$ cat src/design/chfc_pkg.sv
// Shared types, constants and the stage angle table for the compass heading CORDIC.
package chfc_pkg;

   // Default parameter values
   localparam int ANGLE_STAGES_DEF  = 18;
   localparam int FRACTION_BITS_DEF = 8;

   // Input reading width and integer bits of the heading (0 to 360)
   localparam int RAW_W        = 18;
   localparam int HEADING_INT_W = 9;

   // Guard bits of the vector and fractional bits of the angle accumulator, and the angle table length
   localparam int ANGLE_FRAC = 24;
   localparam int TABLE_LEN  = 24;

   // Vector: 20-bit signed field value plus guard bits plus growth headroom
   localparam int VEC_W = 45;
   // Angle: up to about 370 degrees with 24 fractional bits, signed
   localparam int Z_W   = 34;

   typedef logic signed [VEC_W-1:0] vec_word_type;
   typedef logic signed [Z_W-1:0]   angle_type;

   // Word handed from cell to cell
   typedef struct packed {
      logic         hold;   // special case: angle already final, skip rotation
      vec_word_type vx;
      vec_word_type vy;
      angle_type    z;
   } cordic_type;

   // atan(2^-i) in degrees, 24 fractional bits, rounded to nearest
   localparam angle_type STAGE_ANGLE [TABLE_LEN] = '{
      34'sd754974720, 34'sd445687602, 34'sd235489088, 34'sd119537938,
      34'sd60000934,  34'sd30029717,  34'sd15018523,  34'sd7509720,
      34'sd3754917,   34'sd1877466,   34'sd938734,    34'sd469367,
      34'sd234684,    34'sd117342,    34'sd58671,     34'sd29335,
      34'sd14668,     34'sd7334,      34'sd3667,      34'sd1833,
      34'sd917,       34'sd458,       34'sd229,       34'sd115
   };

   // Whole degrees in accumulator format
   localparam angle_type Z_DEG_90  = angle_type'(90)  <<< ANGLE_FRAC;
   localparam angle_type Z_DEG_180 = angle_type'(180) <<< ANGLE_FRAC;
   localparam angle_type Z_DEG_270 = angle_type'(270) <<< ANGLE_FRAC;
   localparam angle_type Z_DEG_360 = angle_type'(360) <<< ANGLE_FRAC;

endpackage

$ cat src/design/chfc_prep.sv
// Input stage: remove the offset, pick the quadrant and load the first CORDIC word.
module chfc_prep (
   input  logic                           clock,
   input  logic                           reset,
   input  logic                           in_valid,
   output logic                           in_ready,
   input  logic [chfc_pkg::RAW_W-1:0]     raw_x,
   input  logic [chfc_pkg::RAW_W-1:0]     raw_y,
   output logic                           out_valid,
   input  logic                           out_ready,
   output chfc_pkg::cordic_type           out_data
);

   logic                  valid_ff, valid_in;
   chfc_pkg::cordic_type  data_ff, data_in;

   logic signed [chfc_pkg::RAW_W-1:0] x_val, y_val;
   logic signed [chfc_pkg::RAW_W+1:0] a_val, b_val, vx_val, vy_val;

   assign in_ready  = !valid_ff || out_ready;
   assign out_valid = valid_ff;
   assign out_data  = data_ff;

   // Offset binary to two's complement: flip the top bit
   assign x_val = {~raw_x[chfc_pkg::RAW_W-1], raw_x[chfc_pkg::RAW_W-2:0]};
   assign y_val = {~raw_y[chfc_pkg::RAW_W-1], raw_y[chfc_pkg::RAW_W-2:0]};
   assign a_val = (chfc_pkg::RAW_W+2)'(x_val);
   assign b_val = -((chfc_pkg::RAW_W+2)'(y_val));

   // Rotate into the right half plane and set the starting angle
   always_comb begin
      data_in.hold = 1'b0;
      vx_val       = b_val;
      vy_val       = a_val;
      data_in.z    = chfc_pkg::Z_DEG_180;
      if (a_val == '0) begin
         data_in.hold = 1'b1;
         data_in.z    = b_val[chfc_pkg::RAW_W+1] ? chfc_pkg::Z_DEG_360 : chfc_pkg::Z_DEG_180;
      end else if (b_val == '0) begin
         data_in.hold = 1'b1;
         data_in.z    = a_val[chfc_pkg::RAW_W+1] ? chfc_pkg::Z_DEG_90 : chfc_pkg::Z_DEG_270;
      end else if (b_val > 0) begin
         vx_val = b_val;
         vy_val = a_val;
      end else if (a_val > 0) begin
         vx_val    = a_val;
         vy_val    = -b_val;
         data_in.z = chfc_pkg::Z_DEG_270;
      end else begin
         vx_val    = -a_val;
         vy_val    = b_val;
         data_in.z = chfc_pkg::Z_DEG_90;
      end
      data_in.vx = chfc_pkg::vec_word_type'(vx_val) <<< chfc_pkg::ANGLE_FRAC;
      data_in.vy = chfc_pkg::vec_word_type'(vy_val) <<< chfc_pkg::ANGLE_FRAC;
   end

   assign valid_in = in_ready ? in_valid : valid_ff;

   always_ff @(posedge clock) begin
      if (reset) begin
         valid_ff <= 1'b0;
      end else begin
         valid_ff <= valid_in;
      end
      if (in_valid && in_ready) begin
         data_ff <= data_in;
      end
   end

endmodule

$ cat config.mk
export PLATFORM = sky130hd
export DESIGN_NAME = chfc_prep
export DESIGN_NICKNAME = d
export VERILOG_FILES = /design/src/design/chfc_pkg.sv /design/src/design/chfc_prep.sv
export SDC_FILE = /design/constraint.sdc
export NUM_CORES = 1
export LEC_CHECK = 0
export BUFFER_PORTS_ARGS = -buffer_cell sky130_fd_sc_hd__buf_2
export CORE_MARGIN = 2
export CORE_UTILIZATION = 44
export DETAILED_ROUTE_END_ITERATION = 16
export GPL_TIMING_DRIVEN = 0
export HOLD_SLACK_MARGIN = 0.05
export PLACE_DENSITY = 0.74
export SLEW_MARGIN = 10
export SYNTH_ARGS = -nofsm -noshare
export SYNTH_HDL_FRONTEND = slang
export SYNTH_SLANG_ARGS = --single-unit
$ cat constraint.sdc
create_clock -name clock -period 4.4 [get_ports clock]
set_input_delay 0.44 -clock clock [delete_from_list [all_inputs] [get_ports clock]]
set_output_delay 0.44 -clock clock [all_outputs]
set_load 0.03 [all_outputs]
---- Word level (Yosys, flattened, before mapping) ----
Index checks and enable logic that the tools add are counted.
cells by class
  add/sub/neg operators ................... 3
  order comparisons ....................... 2
  multiplexer cells ....................... 15
  bitwise logic cells ..................... 2
  reduce and logical (&&, ||, !) cells .... 5
operator list
  cell                   number
  $mux W33               6
  $mux W20               8
  $logic_not A20 Y1      2
  $neg A18 Y20           2
  $gt A20 B1 Y1 const B  1
  $neg A20 Y20           1
  $gt A18 B1 Y1 const B  1
  $not A1 Y1             2
  $logic_and A1 B1 Y1    1
  $logic_not A1 Y1       1
  $logic_or A1 B1 Y1     1
  $mux W1                1
storage, ports and cells
  bits in registers ....................... 76
  bits of input ports ..................... 40
  word-level logic and storage cells ...... 32

---- Depth between registers and ports, before layout ----
Gate-level depths: netlist of run 1.
  word-level depth ........................ 7
  gate-level depth with buffers ........... 12

---- Worst setup path before layout of run 1 ----
OpenSTA, ideal clock, no wires.
  path kind ............................... input-to-reg
  start ................................... input port raw_y[0] (netlist bit)
  end ..................................... register data_ff, in the netlist out_data[73] (data pin)
  setup time .............................. 0.261 ns
  data arrival time ....................... 2.426 ns
  required time ........................... 4.139 ns
  path slack .............................. 1.714 ns
  cell stages on the path ................. 11
  path through ............................ clkbuf_1 inv_1 ha_1 buf_2 xnor2_1 or3_1 a311oi_2 o211ai_2 o21ai_0 xor2_1 o21ai_0
RTL lines
  item                  line             source
  start, declared       chfc_prep.sv:8   input logic [chfc_pkg::RAW_W-1:0] raw_y,
  end signal, assigned  chfc_prep.sv:67  data_ff <= data_in;
  end, declared         chfc_prep.sv:15  chfc_pkg::cordic_type data_ff, data_in;

==> results.cfg, run 1 <==
[outcome]
outcome = completed

[power_and_ir_drop]
p_seq_share_pct = 42.7
switching_share_pct = 34.3
ir_drop_mv = 0.168
comb_power_share_pct = 33.2
leakage_nw = 2.26
powerDensity_mw_per_mm2 = 270
p_sw_mw = 0.461
p_int_mw = 0.882
clkPwrFrac_pct = 24.0

[grt]
grt_use_total_pct = 18.3
grt_overflow_total = 0
grt_max_degree = 42
antenna_found_initial = 0
grt_first_pass_wirelength_mm = 14.7
grt_pass1_vias = 3144

[layout]
nets = 635
drive_above_1_share_pct = 36.4
area_growth_pct = 24.4
n_fill_cell = 775
diodes = 0
fin_cells = 702

[drt]
via_count = 3390
wirelength_mm = 9.51
drt_iter0_markers = 248
wire_per_inst_um = 13.6
routed_via_density = 4.83
drc = 0
ant_nets = 0
first_pass_iters = 5

[logic_synthesis]
netlist_top_cells_area = edfxtp_1, buf_4, xnor2_1
synth.distinct_cells = 63
ys_seq_area_share_pct = 37.3
synthFlopType = edfxtp_1
synth_top_area_share_pct = 36.8
synth_area_per_cell_um2 = 9.40
syn_inst = 425
ys_ff_latch = 50
yosysTopAreaCell = edfxtp_1
async_reset_ff_share_pct = 0
synth-edff-count = 49
synth_warnings = 0
syn_area_mm2 = 0.00400

[floorplanning]
die_w_um = 99.3
core_mm2 = 0.00876
start_util_pct = 45.6
rows = 34
die_h_um = 99.3
die-area_mm2 = 0.00986
pin_count = 167

[timing]
slew_headroom_pct = 44.6
max_freq_mhz = 355
maxSlewViolCount = 0
rsz0062_at_grt = no
period_share_pct = 64.1
setup_tns_ns = 0
finalSetupViolCount = 0
hold_viol_final = 0
finalCriticalPeriod_ns = 2.82
worst-slew-pin-transition_ns = 0.819
skew_ns = 0.00845

[cts]
cts.sink_count = 50
cts.htree.levels = 2
cts_root_buffer = clkbuf_8
clk_pin_slew_ns = 0.09
postCtsHoldBufs = 0
cts_inserted_buffers = 5
cts.path.max_buffers = 2
cts_resized = 0
insertion_delay_ns = 0.31
post_cts_buffers = 0
cts_tree = built

[setup_path]
worstPathArrival_ns = 2.87
end_kind = flip-flop
start_kind = input port
cp_max_fo = 9
critPathKind = in2reg
required_ns = 4.45

[placed_design]
dp_cells = 694
port_buffers = 87
dp_hpwl_mm = 7.67
gp_congestion = 0.909

[min_path]
hold_path_class = in2reg

[run]
maxCapViolations = 0
==> power groups by stage <==
| stage | combinational [mW] | sequential [mW] | clock (mW) |
|---|---|---|---|
| 6_report | 0.446 | 0.574 | 0.323 |
| 5_1_grt | 0.474 | 0.578 | 0.338 |
| 4_1_cts | 0.440 | 0.574 | 0.324 |
| 3_5_place_dp | 0.439 | 0.585 | 0 |
| 3_3_place_gp | 0.431 | 0.586 | 0 |
| 2_1_floorplan | 0.268 | 0.659 | 0 |
==> Yosys cell counts, types with 4 or more instances <==
| library cell | count |
|---|---|
| buf_4 | 82 |
| edfxtp_1 | 49 |
| buf_2 | 7 |
| inv_1 | 9 |
| o21ai_0 | 26 |
| nor2_1 | 25 |
| clkbuf_1 | 4 |
| xor2_1 | 13 |
| and2_1 | 4 |
| o21ai_1 | 20 |
| nand2b_1 | 6 |
| xnor2_2 | 4 |
| nand4_1 | 7 |
| nand2_1 | 51 |
| a21oi_1 | 11 |
| or3_1 | 4 |
| nand3_1 | 8 |
| xnor2_1 | 28 |
==> critical path: stages <==
cell and delay [ns]:
clkbuf_1 0.33, inv_1 0.15, ha_1 0.21, buf_2 0.16
xnor2_1 0.14, or3_1 0.37, a311oi_2 0.33, o211ai_2 0.19
o21ai_0 0.26, xor2_1 0.19, o21ai_0 0.10
==> layout by cell type (no fill, tap or decap), types with 4 or more instances in the layout <==
cell      instances
clkbuf_1          5
nor2_1           25
nand3_1           8
nand2b_1          6
buf_2            94
o21ai_0          26
xnor2_2           4
buf_4            82
xor2_1           13
clkbuf_8          5
inv_1             9
o21ai_1          20
nand2_1          51
or3_1             4
edfxtp_1         49
conb_1           74
a21oi_1          11
xnor2_1          28
nand4_1           7
==> routing by layer <==
metal | vias up | share of wire, % | GRT usage [%]
met5 | - | 0 | 0
met4 | 0 | 1.7 | 5.37
met3 | 13 | 9.7 | 2.67
met2 | 223 | 48 | 32.7
met1 | 1488 | 40 | 22.9
li1 | 1666 | - | -
==> worst paths after layout <==
path	from	end	slack [ns]	depth (start not counted)
worst max-delay path	raw_y[0]	out_data[73]	1.58	11
worst max register to register	out_valid	out_data[120]	3.09	3
worst min register to register	out_valid	out_valid	0.52	2
worst min-delay path	reset	out_valid	0.28	2
==> final cells by class <==
cell class / count / area [um2] / share of cell area (%)
Clock inverter: 2 / 37.5 / 0.755
Tap cell: 108 / 135 / 2.72
Buffer: 97 / 704 / 14.2
Timing Repair Buffer: 88 / 455 / 9.16
Inverter: 9 / 33.8 / 0.680
Clock buffer: 6 / 72.6 / 1.46
Multi-Input combinational cell: 342 / 2040 / 41.1
Sequential cell: 50 / 1490 / 30.0
==> registers in the layout, summed over array words and instances (netlist names) <==
register,cells
out_valid,1
out_data,49
==> metrics by stage <==
step	power [mW]	util, %	setup slack (ns)	hold slack, ns	instance area, um2
3_3_place_gp	1.02	55.2	1.32	0.484	4840
3_5_place_dp	1.02	55.5	1.34	0.514	4860
2_1_floorplan	0.928	-	1.71	0.509	4270
4_1_cts	1.34	56.7	1.59	0.286	4970
6_report	1.34	56.7	1.58	0.285	4970
5_1_grt	1.39	56.7	1.36	0.291	4970
==> logic make-up after synthesis <==
family          Yosys count  synth area share (%)
fa+ha+maj                 2                 0.626
mux                       2                 0.501
flops                    50                  37.3
buf+inv                 106                  18.5
other cells               1                0.0939
simple gates            139                  20.0
xor+xnor                 45                  10.6
compound gates           80                  12.4
Power figures use the tool's default switching activity.
==> run 2, diff against run 1 <==
- clock period: 4.4 -> 2.7 ns (I/O delays scaled with it)
==> results.cfg, run 2 (same netlist as run 1, synthesis figures left out) <==
[outcome]
outcome = completed

[placed_design]
placed_cell_area_mm2 = 0.00486
port_buffers = 87
gp_congestion = 0.909
dp_hpwl_mm = 7.67

[timing]
skew_ns = 0.00904
maxSlewViolCount = 0
worst-slew-pin-transition_ns = 0.769
holdWs_ns = 0.115
finalSetupViolCount = 0
slew_headroom_pct = 48.0
finalCriticalPeriod_ns = 2.52
hold_viol_final = 0
period_share_pct = 93.3
rsz0062_at_grt = no
max_freq_mhz = 397

[power_and_ir_drop]
ir_drop_mv = 0.274
powerDensity_mw_per_mm2 = 438
leakage_nw = 2.27

[cts]
cts.htree.levels = 2
cts_inserted_buffers = 5
cts_tree = built
cts.sink_count = 50
cts_root_buffer = clkbuf_8
cts.path.max_buffers = 2
postCtsHoldBufs = 0
clk_pin_slew_ns = 0.09
insertion_delay_ns = 0.31

[drt]
wirelength_mm = 9.54
first_pass_iters = 5
via_count = 3417
drc = 0
routed_via_density = 4.85
drt_iter0_markers = 236
ant_nets = 0
wire_per_inst_um = 13.5

[layout]
nets = 637
final_cell_mix = buf_2, buf_4, conb_1
largest_reg_flops = 49
drive_above_1_share_pct = 36.7
diodes = 0
area_growth_pct = 25.1
layout_commonest_cell = buf_2
n_fill_cell = 773
regArea_mm2 = 0.00149
multi_input_area_mm2 = 0.00205
final_area_mm2 = 0.00500

[setup_path]
end_kind = flip-flop
crit_top_cell = clkbuf_2
slowest_stage = xnor2_4
critPathMaxStageDelay_ns = 0.28
crit_chain = clkbuf_2 > inv_1 > ha_1 > buf_2 > nor2b_1 > clkbuf_2 > nand4_1 > xnor2_4 > nand4_4 > nor3_4 > nand3_4 > a22o_1
cp_max_fo = 9
required_ns = 2.76
start_kind = input port
reg2reg_setup_slack_ns = 1.39
critPathKind = in2reg
rr_worst_depth = 3
worstPathArrival_ns = 2.58

[floorplanning]
rows = 34
start_util_pct = 45.6
pin_count = 167
die-area_mm2 = 0.00986
die_h_um = 99.3
die_w_um = 99.3
core_mm2 = 0.00876

[grt]
grt_use_total_pct = 18.3
antenna_found_initial = 0
grt_overflow_total = 0
grt_pass1_vias = 3144
grt_max_degree = 42
grt_first_pass_wirelength_mm = 14.7

[min_path]
worstHoldPathCells = 2
hold_path_class = in2reg

[run]
maxCapViolations = 0
run 2: layer usage:
metal	track usage [%]	share of wire [%]	vias to the layer above
met5	0	0	-
met4	5.37	1.6	0
met3	2.67	10	15
met2	32.7	49	241
met1	22.9	39	1489
li1	-	-	1672
run 2: what timing repair did:
action / 4_1_cts / 5_1_grt
endpoints found under the setup margin: 0 / 8
gates resized for setup: 0 / 3
setup buffers: 0 / 2
run 2: report_power, final:
group	internal [mW]	total (mW)	switching (mW)	leakage (nW)
Sequential	0.923	0.935	0.0116	0.486
Clock	0.277	0.525	0.249	0.0514
Combinational	0.240	0.731	0.490	1.74
run 2: final cells by class:
cell class / instances / share of cell area, %
Clock inverter: 2 / 0.751
Timing Repair Buffer: 90 / 9.41
Tap cell: 108 / 2.70
Sequential cell: 50 / 29.8
Inverter: 9 / 0.676
Clock buffer: 6 / 1.45
Multi-Input combinational cell: 342 / 41.1
Buffer: 97 / 14.1
run 2: metrics by stage:
stage / setup TNS (ns) / utilization, % / worst slack, ns / cells / power [mW]
final: 0 / 57.0 / 0.181 / 704 / 2.19
after global routing: 0 / 57.0 / 0.0184 / 704 / 2.27
after CTS: 0 / 56.7 / 0.0586 / 702 / 2.18
after detailed placement: -1.44 / 55.5 / -0.186 / 694 / 1.67
after global placement: -0.891 / 55.2 / -0.207 / 693 / 1.66
after floorplan: 0 / - / 0.184 / 498 / 1.51
run 2: path summary, 6_finish.rpt:
kind / from / end
max reg2reg: out_valid / out_data[120]
min reg2reg: out_valid / out_valid
max: raw_y[0] / out_data[26]
min: reset / out_valid
run 2: worst max-delay path, delay by kind of cell:
kind	cells	cell delay [ns]
and+or+nand+nor	5	0.95
adders and majority gates	1	0.14
buffers and inverters	4	0.68
xor gates and xnor gates	1	0.28
AOI/OAI and AO/OA	1	0.26
