`config.mk`:
```
export PLATFORM = sky130hd
export DESIGN_NAME = chfc_out
export DESIGN_NICKNAME = d
export VERILOG_FILES = /design/src/design/chfc_pkg.sv /design/src/design/chfc_out.sv
export SDC_FILE = /design/constraint.sdc
export NUM_CORES = 1
export LEC_CHECK = 0
export ABC_AREA = 0
export BUFFER_PORTS_ARGS = -buffer_cell sky130_fd_sc_hd__buf_2
export CAP_MARGIN = 20
export CORE_MARGIN = 2
export CORE_UTILIZATION = 40
export CTS_BUF_LIST = sky130_fd_sc_hd__clkbuf_2
export DETAILED_ROUTE_END_ITERATION = 10
export PLACE_DENSITY = 0.78
export SLEW_MARGIN = 20
export SYNTH_ARGS = -nofsm -noshare
export SYNTH_HDL_FRONTEND = slang
export SYNTH_SLANG_ARGS = --single-unit
```
`constraint.sdc`:
```
create_clock -name clock -period 3.5 [get_ports clock]
set_input_delay 0.875 -clock clock [delete_from_list [all_inputs] [get_ports clock]]
set_output_delay 0.875 -clock clock [all_outputs]
set_load 0.01 [all_outputs]
```
`src/design/chfc_pkg.sv`:
```
// Shared types, constants and the stage angle table for the compass heading CORDIC.
package chfc_pkg;

   // Default parameter values
   localparam int ANGLE_STAGES_DEF  = 18;
   localparam int FRACTION_BITS_DEF = 8;

   // Input reading width and integer bits of the heading (0 to 360)
   localparam int RAW_W        = 18;
   localparam int HEADING_INT_W = 9;

   // Guard bits of the vector and fractional bits of the angle accumulator, and the angle table length
   localparam int ANGLE_FRAC = 24;
   localparam int TABLE_LEN  = 24;

   // Vector: 20-bit signed field value plus guard bits plus growth headroom
   localparam int VEC_W = 45;
   // Angle: up to about 370 degrees with 24 fractional bits, signed
   localparam int Z_W   = 34;

   typedef logic signed [VEC_W-1:0] vec_word_type;
   typedef logic signed [Z_W-1:0]   angle_type;

   // Word handed from cell to cell
   typedef struct packed {
      logic         hold;   // special case: angle already final, skip rotation
      vec_word_type vx;
      vec_word_type vy;
      angle_type    z;
   } cordic_type;

   // atan(2^-i) in degrees, 24 fractional bits, rounded to nearest
   localparam angle_type STAGE_ANGLE [TABLE_LEN] = '{
      34'sd754974720, 34'sd445687602, 34'sd235489088, 34'sd119537938,
      34'sd60000934,  34'sd30029717,  34'sd15018523,  34'sd7509720,
      34'sd3754917,   34'sd1877466,   34'sd938734,    34'sd469367,
      34'sd234684,    34'sd117342,    34'sd58671,     34'sd29335,
      34'sd14668,     34'sd7334,      34'sd3667,      34'sd1833,
      34'sd917,       34'sd458,       34'sd229,       34'sd115
   };

   // Whole degrees in accumulator format
   localparam angle_type Z_DEG_90  = angle_type'(90)  <<< ANGLE_FRAC;
   localparam angle_type Z_DEG_180 = angle_type'(180) <<< ANGLE_FRAC;
   localparam angle_type Z_DEG_270 = angle_type'(270) <<< ANGLE_FRAC;
   localparam angle_type Z_DEG_360 = angle_type'(360) <<< ANGLE_FRAC;

endpackage

```
`src/design/chfc_out.sv`:
```
// Output stage: round the angle to the heading format, saturate and register it.
module chfc_out #(
   parameter int FRACTION_BITS = chfc_pkg::FRACTION_BITS_DEF
) (
   input  logic                                                  clock,
   input  logic                                                  reset,
   input  logic                                                  in_valid,
   output logic                                                  in_ready,
   input  chfc_pkg::angle_type                                   in_z,
   output logic                                                  out_valid,
   input  logic                                                  out_ready,
   output logic [chfc_pkg::HEADING_INT_W+FRACTION_BITS-1:0]      out_heading
);

   localparam int HEAD_W   = chfc_pkg::HEADING_INT_W + FRACTION_BITS;
   localparam int SHIFT    = chfc_pkg::ANGLE_FRAC - FRACTION_BITS;
   localparam chfc_pkg::angle_type HALF_LSB = chfc_pkg::angle_type'(1) <<< (SHIFT - 1);
   localparam chfc_pkg::angle_type FULL_Z   = chfc_pkg::angle_type'(360) <<< FRACTION_BITS;

   logic                valid_ff, valid_in;
   logic [HEAD_W-1:0]   heading_ff, heading_in;
   chfc_pkg::angle_type rounded;

   assign in_ready    = !valid_ff || out_ready;
   assign out_valid   = valid_ff;
   assign out_heading = heading_ff;

   // Round half up, then clamp to 0 .. 360 degrees
   assign rounded = (in_z + HALF_LSB) >>> SHIFT;

   always_comb begin
      if (rounded[chfc_pkg::Z_W-1]) begin
         heading_in = '0;
      end else if (rounded > FULL_Z) begin
         heading_in = FULL_Z[HEAD_W-1:0];
      end else begin
         heading_in = rounded[HEAD_W-1:0];
      end
   end

   assign valid_in = in_ready ? in_valid : valid_ff;

   always_ff @(posedge clock) begin
      if (reset) begin
         valid_ff <= 1'b0;
      end else begin
         valid_ff <= valid_in;
      end
      if (in_valid && in_ready) begin
         heading_ff <= heading_in;
      end
   end

endmodule

```
## Yosys cells after proc, flatten, opt, wreduce, memory -nomap -nowiden

Cells that the tools add are included.

| word-level totals | value |
|---|---|
| memories kept | 0 |
| memory bits (writable) | 0 |
| logic and storage cells | 10 |
| bits in latches | 0 |
| output and inout bits | 19 |
| register bits after elaboration | 18 |
| memory bits (read-only) | 0 |

| operators by class | value |
|---|---|
| add/sub/neg operators | 1 |
| shifts and indexed selects | 0 |
| bitwise gates (word level) | 0 |
| div/mod/pow operators | 0 |
| $mul | 0 |
| $lt $le $gt $ge | 1 |
| multiplexer cells | 1 |
| reduce and logical (&&, ||, !) cells | 4 |
| equal/unequal tests | 0 |

Operator list:

| cell | count |
|---|---|
| adder 34 x 17 -> 34 bit (second input constant) | 1 |
| greater-than comparator 18 bit (second input constant) | 1 |
| 2-to-1 mux 17 bit | 1 |
| OR reduction 2 bit | 1 |
| logical AND 1 bit | 1 |
| zero test 1 bit | 1 |
| logical OR 1 bit | 1 |

## Depth between registers and ports, before layout

Gate-level depths: netlist of the first run.

| logic depth | value |
|---|---|
| depth after elaboration | 3 |
| depth in mapped cells | 10 |

## Least setup slack after synthesis of the first run

Ideal clock, no wire load.

| path | value |
|---|---|
| kind | input -> register |
| start | in in_z[15] |
| end | reg heading_ff[3] (netlist: out_heading[3]) (data pin) |
| setup time | 270 ps |
| stages | 9 |
| required time | 3,230 ps |
| slack | 422 ps |
| data arrival time | 2,809 ps |
| cells stage by stage | ha_1 nand4_2 nor4_2 xnor2_1 or3b_1 o32a_1 a31oi_4 buf_6 nor3_1 |

| on the way | value |
|---|---|
| cells in the longest elaborated chain, start to end | 3 |

Ends and longest elaborated chain:

| item | line | source |
|---|---|---|
| start, declared | chfc_out.sv:9 | `input chfc_pkg::angle_type in_z,` |
| adder 34 x 17 -> 34 bit * | chfc_out.sv:29 | `assign rounded = (in_z + HALF_LSB) >>> SHIFT;` |
| greater-than comparator 18 bit | chfc_out.sv:34 | `end else if (rounded > FULL_Z) begin` |
| OR reduction 2 bit (no line) | -- |  |
| end signal, assigned | chfc_out.sv:50 | `heading_ff <= heading_in;` |
| end, declared | chfc_out.sv:21 | `logic [HEAD_W-1:0] heading_ff, heading_in;` |

Every way passes the cells marked *; elsewhere a longest branch is shown, timed or not.
A chain may end at the register's enable or synchronous reset.

## Worst setup path after layout of the first run

| path | value |
|---|---|
| start | in in_z[15] |
| end | reg heading_ff[10] (netlist: out_heading[10]) (data pin) |

The elaborated chain is that of the path after synthesis.

==> results.yml, run 1 <==
critical_path:
  critPathKind: "input pin to register"
  worstSetupEndpointType: "register"
  reg2reg_depth: 2
  r2r_start: "out_valid"
  start_kind: "input pin"
  crit_family: "simple AND/OR/NAND/NOR gates"
  crit_chain: "buf_2 -> ha_1 -> nand4_2 -> nor4_2 -> xnor2_1 -> or3b_1 -> o32a_1 -> a31oi_4 -> nor3_1"
  slowest_stage: "o32a_1"
  required_ns: 3.54
  regToRegSetupSlack_ns: 2.13
  cp_data_arrival_time_ns: 3.03
  path_buf_inv: 1
  cp_slowest_stage_delay_ns: 0.39
  critPathMaxFanout: 12
  worstReg2RegEnd: "out_heading[14]"
final_layout:
  final_common_cell: "buf_2"
  syn_to_final_growth_pct: 20.58
  fill_cells: 281
  final_cell_mix: "buf_2 (41), edfxtp_1 (17), nor3_1 (13)"
  diodes: 0
  nets: 211
  drive_above_1_share_pct: 30.41
  design_area_um2: 1510
run_status:
  status: "finished clean"
timing:
  setup_viol: 0
  clock_skew_ns: 0.009188
  max_freq_mhz: 333.9
  finalHoldViolCount: 0
  finalWorstSetupSlack_ns: 0.5052
  tightest_slew_ns: 0.6943
  period_needed_ns: 2.995
  finalHoldWorstSlack_ns: 0.5224
  fin_setup_tns_ns: 0
  finalCritPeriodShare_pct: 85.56
  slew_headroom_pct: 53.71
  rsz0062_at_grt: "no"
  finalMaxSlewViolations: 0
routing:
  drtIter0Drc: 37
  finalWirelength_mm: 2.586
  routedWlPerCell_um: 12.68
  vias: 1132
  dr.pass1.iters: 4
  drc: 0
  vias_per_cell: 5.549
  final_antenna_net_count: 0
placed_design:
  dp_slack_ns: 0.2208
  port_buffers: 41
  place.gp.congestion: 0.8007
  placed_area_um2: 1491
  dp_hpwl_mm: 2.150
power:
  powerDensity_nw_per_um2: 291.5
  irDropWorstVdd_mv: 0.09921
  p_leak_nw: 0.6097
  power_uw: 440.3
global_routing:
  grt_pass1_vias: 1047
  grt_max_degree: 18
  track_usage_pct: 15.23
  grt_pass1_wl_mm: 4.236
  antenna_found_initial: 0
  overflow: 0
yosys:
  synth-main-ff-cell: "edfxtp_1"
  seq_area_frac_synth_pct: 42.36
  synthCells: 129
  yosysTopAreaCellShare_pct: 40.76
  synth_edf_count: 17
  synth_area_um2: 1252
  synth_warnings: 0
  synth_top_cell_by_area: "edfxtp_1"
  synth-async-reset-ratio_pct: 0
  avgSynthCellArea_um2: 9.709
  synth_area_leaders: "edfxtp_1 (41%), xnor2_1 (5.6%), nor3_1 (5.2%), xor2_1 (4.9%), nand2_1 (3.0%)"
  synth_seq_cells: 18
  syn_nets: 168
  synth_cell_type_count: 38
die:
  dieArea_um2: 3595
  top_level_ports: 57
  start_util_pct: 41.71
  die_x_um: 59.96
  core_area_um2: 3003
  dieHeight_um: 59.96
  rows: 20
job:
  maxCapViolations: 0
cts:
  cts_hold_buf: 0
  cts_made_buffers: 3
  clk_pin_slew_ns: 0.15
  cts_resized: 0
  cts_buffer_depth: 2
  postCtsSetupBuffers: 0
  root_buffer: "clkbuf_2"
  cts_tree: "yes"
  cts_sinks: 18
  clock_latency_ns: 0.28
  cts_max_level: 1
worst_hold_path:
  hold_class: "register to register"
  hold_end: "out_valid"
  hold_path_depth: 2
  min_from: "out_valid"
## flip-flops by register name, summed over array words and instances (netlist names)
register / cells
out_heading: 17
out_valid: 1
## synthesized netlist by cell type (all sizes together) (2+ instances only)
library cell   n
edfxtp        17
nor3          13
nand2         10
nor2           8
xnor2          8
nand3          7
nand4          7
xor2           7
a21oi          6
and3           4
and4           4
buf            4
inv            4
clkbuf         3
nor4           3
o21ai          3
and2           2
nand2b         2
nor3b          2
## how the worst max path moves through the flow
stage                     startpoint         endpoint  slack, ns  cells after the start
after global routing        in_z[15]  out_heading[10]       0.46                     10
after detailed placement    in_z[15]  out_heading[10]       0.22                      9
after CTS                   in_z[15]  out_heading[10]       0.54                      9
after floorplan             in_z[15]   out_heading[3]       0.42                      9
final                       in_z[15]  out_heading[10]       0.51                      9
after global placement      in_z[15]   out_heading[7]       0.30                      9
## worst reg2reg max path: stages (launching register included)
cell      delay (ns)
dfxtp_1         0.34
nand2b_1        0.09
and2_1          0.59
## per-layer routing
| metal | GRT usage, % | routed length, um | up-vias |
|---|---|---|---|
| li1 | - | - | 565 |
| met4 | 8.254 | 51 | 0 |
| met5 | 0 | 0 | - |
| met1 | 17.80 | 1047 | 513 |
| met3 | 1.515 | 191 | 6 |
| met2 | 27.02 | 1295 | 48 |
## cells by family after synthesis
| logic type | synth area share [%] |
|---|---|
| flip-flops | 42.36 |
| multiplexers | 0.8990 |
| AO/OA/AOI/OAI | 9.791 |
| AND/OR/NAND/NOR | 31.27 |
| adder cells (fa/ha/maj) | 0.9988 |
| XOR/XNOR | 10.49 |
| buffers and inverters | 4.195 |
## where the power goes
| part | leakage (nW) | internal [mW] | switching, mW | total (mW) |
|---|---|---|---|---|
| sequential | 0.178 | 0.253 | 0.00262 | 0.256 |
| clock | 0.0140 | 0.0248 | 0.0556 | 0.0804 |
| combinational | 0.418 | 0.0422 | 0.0616 | 0.104 |
| total | 0.610 | 0.320 | 0.120 | 0.440 |
## final cells by class
cell class / count / area [um^2] / share of cell area [%]
Timing Repair Buffer: 45 / 235.2 / 15.58
Tap cell: 33 / 41.29 / 2.734
Sequential cell: 18 / 530.5 / 35.13
Inverter: 4 / 15.01 / 0.9942
Clock inverter: 1 / 3.754 / 0.2485
Clock buffer: 3 / 15.01 / 0.9942
Multi-Input combinational cell: 100 / 669.4 / 44.32
## through the flow
stage | util, % | std cells
after floorplan | - | 129
after global placement | 49.67 | 200
after detailed placement | 49.67 | 200
after CTS | 50.29 | 204
after global routing | 50.29 | 204
final | 50.29 | 204
Note: power is estimated with default switching activity, not from simulation.
==> run 2, diff against run 1 <==
TNS_END_PERCENT = 100   (was unset)
clock period = 3.2 ns   (was 3.5 ns; I/O delays follow)
==> results.yml, run 2 (synthesis results as in run 1) <==
final_layout:
  largest_reg_flops: 17
  diodes: 0
  drive_above_1_share_pct: 31.40
  final_cell_mix: "buf_2 (41), edfxtp_1 (17), nor3_1 (13)"
  nets: 212
  syn_to_final_growth_pct: 21.28
  final_common_cell: "buf_2"
  design_area_um2: 1519
cts:
  cts_resized: 0
  cts_sinks: 18
  postCtsSetupBuffers: 0
  cts_made_buffers: 3
  cts_buffer_depth: 2
  cts_tree: "yes"
  cts_hold_buf: 0
  clk_pin_slew_ns: 0.13
  root_buffer: "clkbuf_2"
  cts_max_level: 1
  clock_latency_ns: 0.27
routing:
  final_antenna_net_count: 0
  drtIter0Drc: 34
  drc: 0
  routedWlPerCell_um: 12.63
  dr.pass1.iters: 4
  vias: 1136
  finalWirelength_mm: 2.589
  vias_per_cell: 5.541
global_routing:
  grt_max_degree: 18
  overflow: 0
  antenna_found_initial: 0
  track_usage_pct: 15.80
  grt_pass1_vias: 1050
  grt_pass1_wl_mm: 4.443
worst_hold_path:
  hold_path_depth: 2
  hold_class: "register to register"
run_status:
  status: "finished clean"
timing:
  rsz0062_at_grt: "no"
  tightest_slew_ns: 0.6804
  max_freq_mhz: 339.7
  finalMaxSlewViolations: 0
  clock_skew_ns: 0.006099
  period_needed_ns: 2.944
  fin_setup_tns_ns: 0
  finalHoldViolCount: 0
  finalHoldWorstSlack_ns: 0.5154
  slew_headroom_pct: 54.64
  finalCritPeriodShare_pct: 92.00
  setup_viol: 0
die:
  top_level_ports: 57
  die_x_um: 59.96
  dieArea_um2: 3595
  core_area_um2: 3003
  start_util_pct: 41.71
  dieHeight_um: 59.96
  rows: 20
critical_path:
  crit_family: "simple AND/OR/NAND/NOR gates"
  critPathKind: "input pin to register"
  start_kind: "input pin"
  cp_num_cells: 9
  cp_data_arrival_time_ns: 2.97
  critPathMaxFanout: 12
  required_ns: 3.22
  path_buf_inv: 1
  crit_chain: "buf_2 -> ha_1 -> nand4_2 -> nor4_2 -> xnor2_1 -> or3b_1 -> o32a_1 -> a31oi_4 -> nor3_1"
  slowest_stage: "o32a_1"
  reg2reg_depth: 2
  worstSetupEndpointType: "register"
  cp_slowest_stage_delay_ns: 0.39
power:
  power_uw: 482.6
  powerDensity_nw_per_um2: 317.7
  irDropWorstVdd_mv: 0.09895
  p_leak_nw: 0.6176
placed_design:
  port_buffers: 41
  dp_hpwl_mm: 2.144
  place.gp.congestion: 0.8057
  placed_area_um2: 1499
job:
  maxCapViolations: 0
-- run 2: metal layers --
layer	global-route usage [%]	vias to the layer above	wire [um]
met2	28.26	45	1355
met1	19.54	518	1042
met5	0	-	0
met3	1.515	2	170
met4	5.714	0	21
li1	-	571	-
-- run 2: cell type report --
cell class              count  area (um^2)
fillers                   277         1484
multi-input cells         100        669.4
clock buffers               4        20.02
inverters                   4        15.01
flip-flops and latches     18        530.5
repair buffers             46        242.7
well taps                  33        41.29
-- run 2: power breakdown --
| group | internal (mW) | total [mW] | switching, mW |
|---|---|---|---|
| Sequential | 0.277 | 0.280 | 0.00299 |
| Clock | 0.0332 | 0.0892 | 0.0560 |
| Combinational | 0.0466 | 0.113 | 0.0666 |
| Total | 0.357 | 0.483 | 0.126 |
-- run 2: path summary, 6_finish.rpt --
kind | start | to | slack [ns]
setup / recovery | in_z[15] | out_heading[7] | 0.26
hold / removal | out_valid | out_valid | 0.52
setup reg to reg | out_valid | out_heading[1] | 1.86
hold reg to reg | out_valid | out_valid | 0.52
-- run 2: through the flow --
stage          worst slack, ns  std cells  util, %
2_1_floorplan           0.1966        129        -
5_1_grt                 0.1290        205    50.58
3_5_place_dp          -0.03301        201    49.92
6_report                0.2560        205    50.58
3_3_place_gp           0.07097        201    49.92
4_1_cts                 0.2743        205    50.58
-- run 2: worst min-delay path, stage by stage (launching register included) --
cell	delay [ns]
dfxtp_1	0.33
nand2b_1	0.09
a21oi_1	0.07
