`src/design/chfc_pkg.sv`:
```
// Shared types, constants and the stage angle table for the compass heading CORDIC.
package chfc_pkg;

   // Default parameter values
   localparam int ANGLE_STAGES_DEF  = 18;
   localparam int FRACTION_BITS_DEF = 8;

   // Input reading width and integer bits of the heading (0 to 360)
   localparam int RAW_W        = 18;
   localparam int HEADING_INT_W = 9;

   // Guard bits of the vector and fractional bits of the angle accumulator, and the angle table length
   localparam int ANGLE_FRAC = 24;
   localparam int TABLE_LEN  = 24;

   // Vector: 20-bit signed field value plus guard bits plus growth headroom
   localparam int VEC_W = 45;
   // Angle: up to about 370 degrees with 24 fractional bits, signed
   localparam int Z_W   = 34;

   typedef logic signed [VEC_W-1:0] vec_word_type;
   typedef logic signed [Z_W-1:0]   angle_type;

   // Word handed from cell to cell
   typedef struct packed {
      logic         hold;   // special case: angle already final, skip rotation
      vec_word_type vx;
      vec_word_type vy;
      angle_type    z;
   } cordic_type;

   // atan(2^-i) in degrees, 24 fractional bits, rounded to nearest
   localparam angle_type STAGE_ANGLE [TABLE_LEN] = '{
      34'sd754974720, 34'sd445687602, 34'sd235489088, 34'sd119537938,
      34'sd60000934,  34'sd30029717,  34'sd15018523,  34'sd7509720,
      34'sd3754917,   34'sd1877466,   34'sd938734,    34'sd469367,
      34'sd234684,    34'sd117342,    34'sd58671,     34'sd29335,
      34'sd14668,     34'sd7334,      34'sd3667,      34'sd1833,
      34'sd917,       34'sd458,       34'sd229,       34'sd115
   };

   // Whole degrees in accumulator format
   localparam angle_type Z_DEG_90  = angle_type'(90)  <<< ANGLE_FRAC;
   localparam angle_type Z_DEG_180 = angle_type'(180) <<< ANGLE_FRAC;
   localparam angle_type Z_DEG_270 = angle_type'(270) <<< ANGLE_FRAC;
   localparam angle_type Z_DEG_360 = angle_type'(360) <<< ANGLE_FRAC;

endpackage

```
`src/design/chfc_cell.sv`:
```
// One CORDIC vectoring cell: a micro-rotation by atan(2^-STAGE) and a word register.
module chfc_cell #(
   parameter int STAGE = 0
) (
   input  logic                  clock,
   input  logic                  reset,
   input  logic                  in_valid,
   output logic                  in_ready,
   input  chfc_pkg::cordic_type  in_data,
   output logic                  out_valid,
   input  logic                  out_ready,
   output chfc_pkg::cordic_type  out_data
);

   localparam chfc_pkg::angle_type STEP_ANGLE = chfc_pkg::STAGE_ANGLE[STAGE];

   logic                   valid_ff, valid_in;
   chfc_pkg::cordic_type   data_ff, data_in;
   chfc_pkg::vec_word_type dx, dy;

   // Hold while full and the neighbor stalls; take a word otherwise
   assign in_ready  = !valid_ff || out_ready;
   assign out_valid = valid_ff;
   assign out_data  = data_ff;

   assign dx = in_data.vy >>> STAGE;
   assign dy = in_data.vx >>> STAGE;

   // Rotate toward the x axis and accumulate the angle
   always_comb begin
      data_in = in_data;
      if (!in_data.hold) begin
         if (!in_data.vy[chfc_pkg::VEC_W-1]) begin
            data_in.vx = in_data.vx + dx;
            data_in.vy = in_data.vy - dy;
            data_in.z  = in_data.z + STEP_ANGLE;
         end else begin
            data_in.vx = in_data.vx - dx;
            data_in.vy = in_data.vy + dy;
            data_in.z  = in_data.z - STEP_ANGLE;
         end
      end
   end

   assign valid_in = in_ready ? in_valid : valid_ff;

   always_ff @(posedge clock) begin
      if (reset) begin
         valid_ff <= 1'b0;
      end else begin
         valid_ff <= valid_in;
      end
      if (in_valid && in_ready) begin
         data_ff <= data_in;
      end
   end

endmodule

```
`config.mk`:
```
export PLATFORM = sky130hd
export DESIGN_NAME = chfc_cell
export DESIGN_NICKNAME = d
export VERILOG_FILES = /design/src/design/chfc_pkg.sv /design/src/design/chfc_cell.sv
export SDC_FILE = /design/constraint.sdc
export NUM_CORES = 1
export LEC_CHECK = 0
export ABC_CLOCK_PERIOD_IN_PS = 6300
export BUFFER_PORTS_ARGS = -buffer_cell sky130_fd_sc_hd__buf_4
export CORE_MARGIN = 8
export CORE_UTILIZATION = 51
export DETAILED_ROUTE_END_ITERATION = 6
export GPL_TIMING_DRIVEN = 0
export PLACE_DENSITY = 0.74
export SLEW_MARGIN = 0
export SYNTH_ARGS = -nofsm -noshare
export SYNTH_HDL_FRONTEND = slang
export SYNTH_SLANG_ARGS = --single-unit
export TNS_END_PERCENT = 50
```
`constraint.sdc`:
```
create_clock -name clock -period 6.3 [get_ports clock]
set_input_delay 1.26 -clock clock [delete_from_list [all_inputs] [get_ports clock]]
set_output_delay 1.26 -clock clock [all_outputs]
set_load 0.02 [all_outputs]
```
# Word-level counts from Yosys, hierarchy flattened
# Cells that the tools add are included.
[op_classes]
n_addsub = 5
muxes = 2
n_reduce_logical = 3
[ops]
columns = ["cell", "n"]
rows = [
  ["124-bit 2-to-1 mux", 2],
  ["45-bit subtractor", 2],
  ["45-bit adder", 1],
  ["34-bit by 31-bit adder with 34-bit output (second input constant)", 1],
  ["34-bit by 31-bit subtractor with 34-bit output (second input constant)", 1],
  ["1-bit logical AND", 1],
  ["1-bit logical NOT", 1],
  ["1-bit logical OR", 1],
]
[totals]
reg_bits = 126
input_bits = 129
out_inout_bits = 127
elab_cells = 15

# Depth between registers and ports, before layout
# Gate-level depths: netlist of the first run.
[depth]
word_depth = 3
mapped_depth = 15
depth_no_buf = 14

# Least setup slack after synthesis of the first run
# No wires, ideal clock.
[synth_path]
path_kind = "input port to flip-flop"
startpoint = "input port out_ready"
endpoint = "register data_ff (netlist bit out_data[0]), enable pin"
setup_ps = 498
arrival_time_ps = 4435
required_time_ps = 5802
path_slack_ps = 1367
path_stages = 2
path_buffers = 0
cell_sequence = "nand2b_1 > and2_1"
[synth_via]
elab_chain_len = 2
[synth_lines]
columns = ["element", "line_no", "rtl"]
rows = [
  ["start: declaration", "chfc_cell.sv:11", "input logic out_ready,"],
  ["1-bit logical OR", "chfc_cell.sv:22", "assign in_ready = !valid_ff || out_ready;"],
  ["1-bit logical AND", "chfc_cell.sv:53", "if (in_valid && in_ready) begin"],
  ["end signal: assignment", "chfc_cell.sv:54", "data_ff <= data_in;"],
  ["end: declaration", "chfc_cell.sv:18", "chfc_pkg::cordic_type data_ff, data_in;"],
]
# Every way passes these cells.
# A chain may end at the register's enable or synchronous reset.

==> results of run 1 <==
-- power breakdown --
group,internal (uW),switching [uW]
combinational,505,867
clock,574,498
sequential,1030,23.5
-- logic make-up after synthesis --
logic type,synth area share [%]
XOR/XNOR,6.211
adder cells (fa/ha/maj),15.49
buffers and inverters,6.754
flip-flops,28.77
AO/OA/AOI/OAI,26.81
AND/OR/NAND/NOR,12.82
multiplexers,3.139
-- area by class of cell --
type	count	area (um2)
tap	330	412.9
inverter	148	555.5
clock inverter	15	182.7
multi-input combinational	1227	8458
sequential	126	3774
fill	2264	9169
antenna	2	5.005
buffer	81	330.3
clock buffer	17	425.4
timing repair buffer	256	1942
-- Yosys cell counts, drive strengths merged (11+ instances only) --
| master | number | area share (%) |
|---|---|---|
| a21o | 25 | 1.4 |
| a21oi | 225 | 8.6 |
| buf | 30 | 1.1 |
| clkbuf | 51 | 1.5 |
| edfxtp | 125 | 29 |
| ha | 156 | 15 |
| inv | 138 | 3.9 |
| mux2i | 40 | 3.1 |
| nand2 | 95 | 2.7 |
| nand2b | 14 | 0.67 |
| nand3 | 22 | 0.84 |
| nand4 | 22 | 1.0 |
| nor2 | 144 | 4.1 |
| nor2b | 16 | 0.76 |
| nor3 | 21 | 0.84 |
| o211ai | 11 | 0.63 |
| o21ai | 116 | 4.5 |
| o21bai | 65 | 3.7 |
| o31ai | 22 | 1.5 |
| xnor2 | 84 | 5.6 |
-- registers in the layout (all words and copies together), names as in the netlist --
signal,cells
out_valid,1
out_data,125
-- layer usage --
metal  share of wire [%]  vias to the layer above
met2                  45                      852
met5                   0                        -
met4                 3.1                        0
met3                  11                      111
met1                  42                     6402
li1                    -                     6210
-- through the flow --
step                hold slack, ps  power [uW]  cells
global route                 579.4        3621   2202
floorplan                    729.0        1910   1582
finish                       528.6        3495   2202
detailed placement           531.9        2404   2168
CTS                          537.6        3461   2200
global placement             502.7        2399   2167
-- path summary, 6_finish.rpt --
path | start | end | cells past startpoint
worst max register to register | out_valid | out_data[89] | 3
worst min-delay path | out_valid | out_valid | 2
worst min register to register | out_valid | out_valid | 2
worst max-delay path | in_data[78] | out_data[33] | 16
-- critical path, cell delays in order --
cell      delay (ps)
buf_4            140
clkbuf_1         240
clkinv_1         200
clkbuf_1         650
buf_1            950
ha_1             440
a21oi_1          230
o21ai_0          150
a21oi_1          260
o21bai_1         120
a21oi_1          250
o21bai_1          90
a21oi_1          170
xnor2_1          150
nor2_1            70
xor2_1           160
==> out/metrics.yaml, run 1 <==
cells_and_area:
  finalInstanceArea_um2: 16090
  area_delta_synth_final_pct: 22.65
  layout.nets: 2146
  mostFrequentLayoutCells: "255 x buf_4, 223 x a21oi_1, 156 x ha_1"
  drive_above_1_share_pct: 17.43
  final_common_cell: "buf_4"
  utilization_pct: 63.69
die:
  core-area_um2: 25250
  io_pins: 256
  die-area_um2: 31100
  initial_core_util_pct: 51.93
  num_rows: 58
  die_x_um: 176.4
  die_h_um: 176.4
min_path:
  min_path_type: "flip-flop to flip-flop"
yosys:
  synthArstFlopShare_pct: 0
  ys_ff_latch: 126
  yosys_warnings: 0
  ys.flop_type: "edfxtp_1"
  ys_seq_area_share_pct: 28.77
  syn_inst: 1582
  syn_area_um2: 13120
  syn_nets: 1871
  synth_area_per_cell_um2: 8.290
  yosysUniqueCellTypes: 76
  synth_edf_count: 125
grt:
  grt_pass1_wl_mm: 77.87
  grt_remaining_overflow: 0
  grt.met1_usage_pct: 42.97
  grt_use_met2_pct: 50.54
  grt_pass1_vias: 13320
  grt_start_max_net_pins: 75
  gr-max-usage-layer: "met2"
  gr-usage-all-layers_pct: 32.10
  use_met3_pct: 6.323
  antenna_found_initial: 2
critical_path:
  critPathArrivalTime_ps: 5560
  end_kind: "flip-flop"
  worstSetupPathType: "input pin to flip-flop"
  crit_fanout: 13
  r2r_setup_slack_ps: 4460
  cp-start-kind: "input pin"
  crit_required_ps: 6480
clocking:
  clk_latency_ps: 440
  cts.sinks: 126
  htree_levels: 4
  cts_tree: "built"
  cts_root_buffer: "clkbuf_16"
  postCtsSetupRepairBufs: 0
  cts_hold_buf: 0
  path_clk_slew_ps: 70
  cts_buffer_depth: 2
  cts_resized: 0
  cts_made_buffers: 17
timing:
  setup_tns_ps: 0
  worstMarginPinSlew_ps: 1198
  period_share_pct: 85.39
  hold_viol: 0
  setup_violations: 0
  worst_slack_ps: 920.2
  fin_skew_ps: 8.508
  slew_headroom_pct: 20.12
  fmax_ghz: 0.1859
  min_period_ps: 5380
  rsz0062_at_grt: "false"
  final_max_slew_viol_count: 0
placed_design:
  port_buffers: 255
  place_area_um2: 15470
  pre_cts_slack_ps: 577.6
  place.gp.congestion: 1.005
  hpwl_mm: 41.07
route:
  drtAntennaViolNets: 0
  dr.pass1.iters: 6
  via_count: 13580
  wl_per_cell_um: 23.62
  drcViolationCount: 0
  routed_wl_mm: 52.02
  drtIter0Drc: 1603
  viasPerCell: 6.165
power:
  power.static_leakage_uw: 0.007075
  power_density_nw_per_um2: 217.3
  peakVddDrop_v: 0.0001626
flow_run:
  cap_violations: 0
outcome:
  outcome: "completed"
Note: power is estimated with default switching activity, not from simulation.
==> run 2: changes to the inputs <==
--- a/config.mk
+++ b/config.mk
@@ -8,10 +8,10 @@
 export ABC_CLOCK_PERIOD_IN_PS = 6300
 export BUFFER_PORTS_ARGS = -buffer_cell sky130_fd_sc_hd__buf_4
 export CORE_MARGIN = 8
-export CORE_UTILIZATION = 51
+export CORE_UTILIZATION = 58
 export DETAILED_ROUTE_END_ITERATION = 6
 export GPL_TIMING_DRIVEN = 0
-export PLACE_DENSITY = 0.74
+export PLACE_DENSITY = 0.82
 export SLEW_MARGIN = 0
 export SYNTH_ARGS = -nofsm -noshare
 export SYNTH_HDL_FRONTEND = slang
==> out/metrics.yaml, run 2 (synthesis results as in run 1) <==
outcome:
  outcome: "completed"
cells_and_area:
  n_antenna_cell: 0
  largest_reg_flops: 125
  layout.nets: 2146
  fin_cells: 2155
  drive_above_1_share_pct: 17.43
  final_common_cell: "buf_4"
  area_delta_synth_final_pct: 22.28
  mostFrequentLayoutCells: "255 x buf_4, 223 x a21oi_1, 156 x ha_1"
route:
  via_count: 14000
  drtIter0Drc: 1939
  dr.pass1.iters: 6
  drcViolationCount: 0
  viasPerCell: 6.497
  routed_wl_mm: 51.93
  drtAntennaViolNets: 0
  wl_per_cell_um: 24.10
die:
  io_pins: 256
  num_rows: 55
  initial_core_util_pct: 58.46
  die_h_um: 166.4
  die-area_um2: 27680
  die_x_um: 166.4
  core-area_um2: 22430
power:
  p_total_uw: 3513
  power_density_nw_per_um2: 219.0
  peakVddDrop_v: 0.0001683
  power.static_leakage_uw: 0.007078
timing:
  worst_hold_slack_ps: 546.1
  rsz0062_at_grt: "false"
  fin_skew_ps: 8.149
  worstMarginPinSlew_ps: 1168
  setup_violations: 0
  min_period_ps: 5388
  fmax_ghz: 0.1856
  period_share_pct: 85.53
  final_max_slew_viol_count: 0
  setup_tns_ps: 0
  slew_headroom_pct: 22.17
  hold_viol: 0
placed_design:
  place_inst: 2123
  place.gp.congestion: 1.075
  hpwl_mm: 40.00
  port_buffers: 255
critical_path:
  crit_required_ps: 6480
  critPathArrivalTime_ps: 5570
  worstSetupPathType: "input pin to flip-flop"
  end_kind: "flip-flop"
  crit_fanout: 13
  cp-start-kind: "input pin"
clocking:
  cts_hold_buf: 0
  cts.sinks: 126
  clk_latency_ps: 440
  cts_buffer_depth: 2
  cts_made_buffers: 17
  cts_root_buffer: "clkbuf_16"
  postCtsSetupRepairBufs: 0
  cts_resized: 0
  path_clk_slew_ps: 70
  htree_levels: 4
  cts_tree: "built"
grt:
  antenna_found_initial: 0
  grt_pass1_vias: 13660
  gr-usage-all-layers_pct: 35.79
  grt_pass1_wl_mm: 78.25
  grt_remaining_overflow: 0
  grt_start_max_net_pins: 77
min_path:
  min_path_type: "flip-flop to flip-flop"
flow_run:
  cap_violations: 0
run 2: changes by cell type in the layout (fill, tap and decap cells not counted), sizes merged:
cell    before  now
inv        149  146
clkinv      13   16
diode        2    0
run 2: stage by stage:
step | setup WS (ps) | util [%] | instance area (um2)
floorplan | 1367 | - | 13120
global placement | 440.1 | 68.58 | 15390
detailed placement | 656.4 | 68.72 | 15420
CTS | 1145 | 71.48 | 16040
global route | 779.0 | 71.48 | 16040
finish | 911.7 | 71.48 | 16040
run 2: cell type report:
type                    instances  area [um2]
well taps                     285       356.6
plain buffers                  81       330.3
clock inverters                15       195.2
clock buffers                  17       425.4
inverters                     148       555.5
multi-input cells            1227        8458
fillers                      1736        6397
repair buffers                256        1942
flip-flops and latches        126        3774
run 2: worst paths after layout:
kind,start,to,slack (ps),depth (start not counted)
worst min-delay path,out_valid,out_valid,550,2
worst min register to register,out_valid,out_valid,550,2
worst max-delay path,in_data[78],out_data[33],910,16
worst max register to register,out_valid,out_data[90],4450,3
run 2: worst max-delay path, cell delays in order:
cell,delay (ps)
buf_4,140
clkbuf_1,250
clkinv_1,210
clkbuf_1,660
buf_1,920
ha_1,430
a21oi_1,210
o21ai_0,140
a21oi_1,250
o21bai_1,100
a21oi_1,290
o21bai_1,110
a21oi_1,200
xnor2_1,140
nor2_1,80
xor2_1,180
run 2: power breakdown:
| group | leakage [uW] | total, uW | internal [uW] | switching (uW) |
|---|---|---|---|---|
| registers | 0.00122 | 1050 | 1030 | 24.4 |
| clock network | 0.000303 | 1080 | 575 | 502 |
| logic | 0.00556 | 1380 | 506 | 877 |
| total | 0.00708 | 3510 | 2110 | 1400 |
run 2: routing by layer:
metal  up-vias  wire (um)  global-route usage [%]
met2      1103      22800                   55.91
met4         0       2571                   18.64
met3       205       5913                   7.392
met1      6484      20650                   46.11
met5         -          0                       0
li1       6210          -                       -
==> run 3: changes to the inputs <==
--- a/config.mk
+++ b/config.mk
@@ -11,7 +11,7 @@
 export CORE_UTILIZATION = 58
 export DETAILED_ROUTE_END_ITERATION = 6
 export GPL_TIMING_DRIVEN = 0
-export PLACE_DENSITY = 0.82
+export PLACE_DENSITY = 0.93
 export SLEW_MARGIN = 0
 export SYNTH_ARGS = -nofsm -noshare
 export SYNTH_HDL_FRONTEND = slang
==> out/metrics.yaml, run 3 (synthesis results as in run 1) <==
route:
  drtAntennaViolNets: 0
  drtIter0Drc: 1907
  via_count: 13990
  routed_wl_mm: 51.91
  dr.pass1.iters: 7
  viasPerCell: 6.492
  drcViolationCount: 0
  wl_per_cell_um: 24.09
cells_and_area:
  largest_reg_flops: 125
  utilization_pct: 71.36
  final_common_cell: "buf_4"
  finalInstanceArea_um2: 16010
  layout.nets: 2146
  drive_above_1_share_pct: 17.43
  area_delta_synth_final_pct: 22.06
  mostFrequentLayoutCells: "255 x buf_4, 223 x a21oi_1, 156 x ha_1"
  n_antenna_cell: 0
critical_path:
  cp-start-kind: "input pin"
  worstSetupPathType: "input pin to flip-flop"
  r2r-end: "out_data[90]"
  crit_fanout: 13
  slowest_stage: "buf_1"
  cp_slowest_stage_delay_ps: 890
  r2r_setup_slack_ps: 4420
  path_cells: "buf_4, clkbuf_1, clkinv_1, clkbuf_1, buf_1, ha_1, a21oi_1, o21ai_0, a21oi_1, o21bai_1, a21oi_1, o21bai_1, a21oi_1, xnor2_1, nor2_1, xor2_1"
  end_kind: "flip-flop"
  critPathArrivalTime_ps: 5460
  critPathMostFrequentCell: "a21oi_1"
  reg2reg_from: "out_valid"
  crit_required_ps: 6490
  reg2reg_depth: 3
grt:
  grt.met1_usage_pct: 46.36
  gr-usage-all-layers_pct: 35.75
  grt_remaining_overflow: 0
  grt_pass1_wl_mm: 78.45
  grt_pass1_vias: 13550
  use_met3_pct: 6.917
  antenna_found_initial: 0
  gr-max-usage-layer: "met2"
  grt_start_max_net_pins: 77
  grt_use_met2_pct: 57.34
power:
  peakVddDrop_v: 0.0001682
  power.static_leakage_uw: 0.007057
  power_density_nw_per_um2: 217.6
clocking:
  cts_root_buffer: "clkbuf_16"
  cts_buffer_depth: 2
  htree_levels: 4
  cts_made_buffers: 17
  cts_hold_buf: 0
  clk_latency_ps: 440
  cts.sinks: 126
  cts_resized: 0
  cts_tree: "built"
  path_clk_slew_ps: 70
  postCtsSetupRepairBufs: 0
timing:
  setup_violations: 0
  worst_slack_ps: 1029
  rsz0062_at_grt: "false"
  slew_headroom_pct: 26.42
  worstMarginPinSlew_ps: 1104
  hold_viol: 0
  worst_hold_slack_ps: 560.4
  min_period_ps: 5271
  final_max_slew_viol_count: 0
  period_share_pct: 83.67
  fmax_ghz: 0.1897
  fin_skew_ps: 10.05
  setup_tns_ps: 0
die:
  core-area_um2: 22430
  die_h_um: 166.4
  io_pins: 256
  die-area_um2: 27680
  die_x_um: 166.4
  initial_core_util_pct: 58.46
  num_rows: 55
placed_design:
  place_area_um2: 15420
  hpwl_mm: 40.48
  place.gp.congestion: 1.064
  pre_cts_slack_ps: 652.1
  port_buffers: 255
flow_run:
  cap_violations: 0
min_path:
  min_path_type: "flip-flop to flip-flop"
  min_from: "out_valid"
  whs_path_depth: 2
  hold-path-endpoint: "out_valid"
outcome:
  outcome: "completed"
-- run 3: worst max path at each step --
stage | depth (start not counted) | slack (ps) | start | endpoint
finish | 16 | 1030 | in_data[78] | out_data[33]
global route | 16 | 860 | in_data[78] | out_data[33]
CTS | 16 | 1100 | in_data[78] | out_data[33]
detailed placement | 16 | 650 | in_data[78] | out_data[33]
global placement | 3 | 470 | out_ready | out_data[47]
floorplan | 2 | 1370 | out_ready | out_data[0]
-- run 3: metal layers --
metal / vias up / part of all wire (%)
met5: - / 0
met4: 0 / 4.3
met3: 183 / 11
met2: 1062 / 45
met1: 6529 / 40
li1: 6216 / -
-- run 3: cell type report --
cell class	count	area, um2
Tap cell	285	356.6
Clock inverter	15	166.4
Multi-Input combinational cell	1227	8458
Clock buffer	17	425.4
Fill cell	1776	6426
Inverter	148	555.5
Sequential cell	126	3774
Timing Repair Buffer	256	1942
Buffer	81	330.3
-- run 3: metrics by stage --
stage / total power, uW / std cells
after global routing: 3592 / 2155
after detailed placement: 2401 / 2123
after global placement: 2385 / 2122
after CTS: 3438 / 2155
after floorplan: 1910 / 1582
final: 3484 / 2155
-- run 3: where the power goes --
group          switching [uW]  total (uW)  internal (uW)
clock network             484        1050            565
logic                     876        1380            505
registers                24.9        1050           1030
total                    1380        3480           2100
-- run 3: critical path, delay by kind of cell --
family | cells | cell delay (ps)
xor gates and xnor gates | 2 | 310
and+or+nand+nor | 1 | 70
adders and majority gates | 1 | 430
AOI/OAI and AO/OA | 7 | 1310
buffers and inverters | 5 | 2070
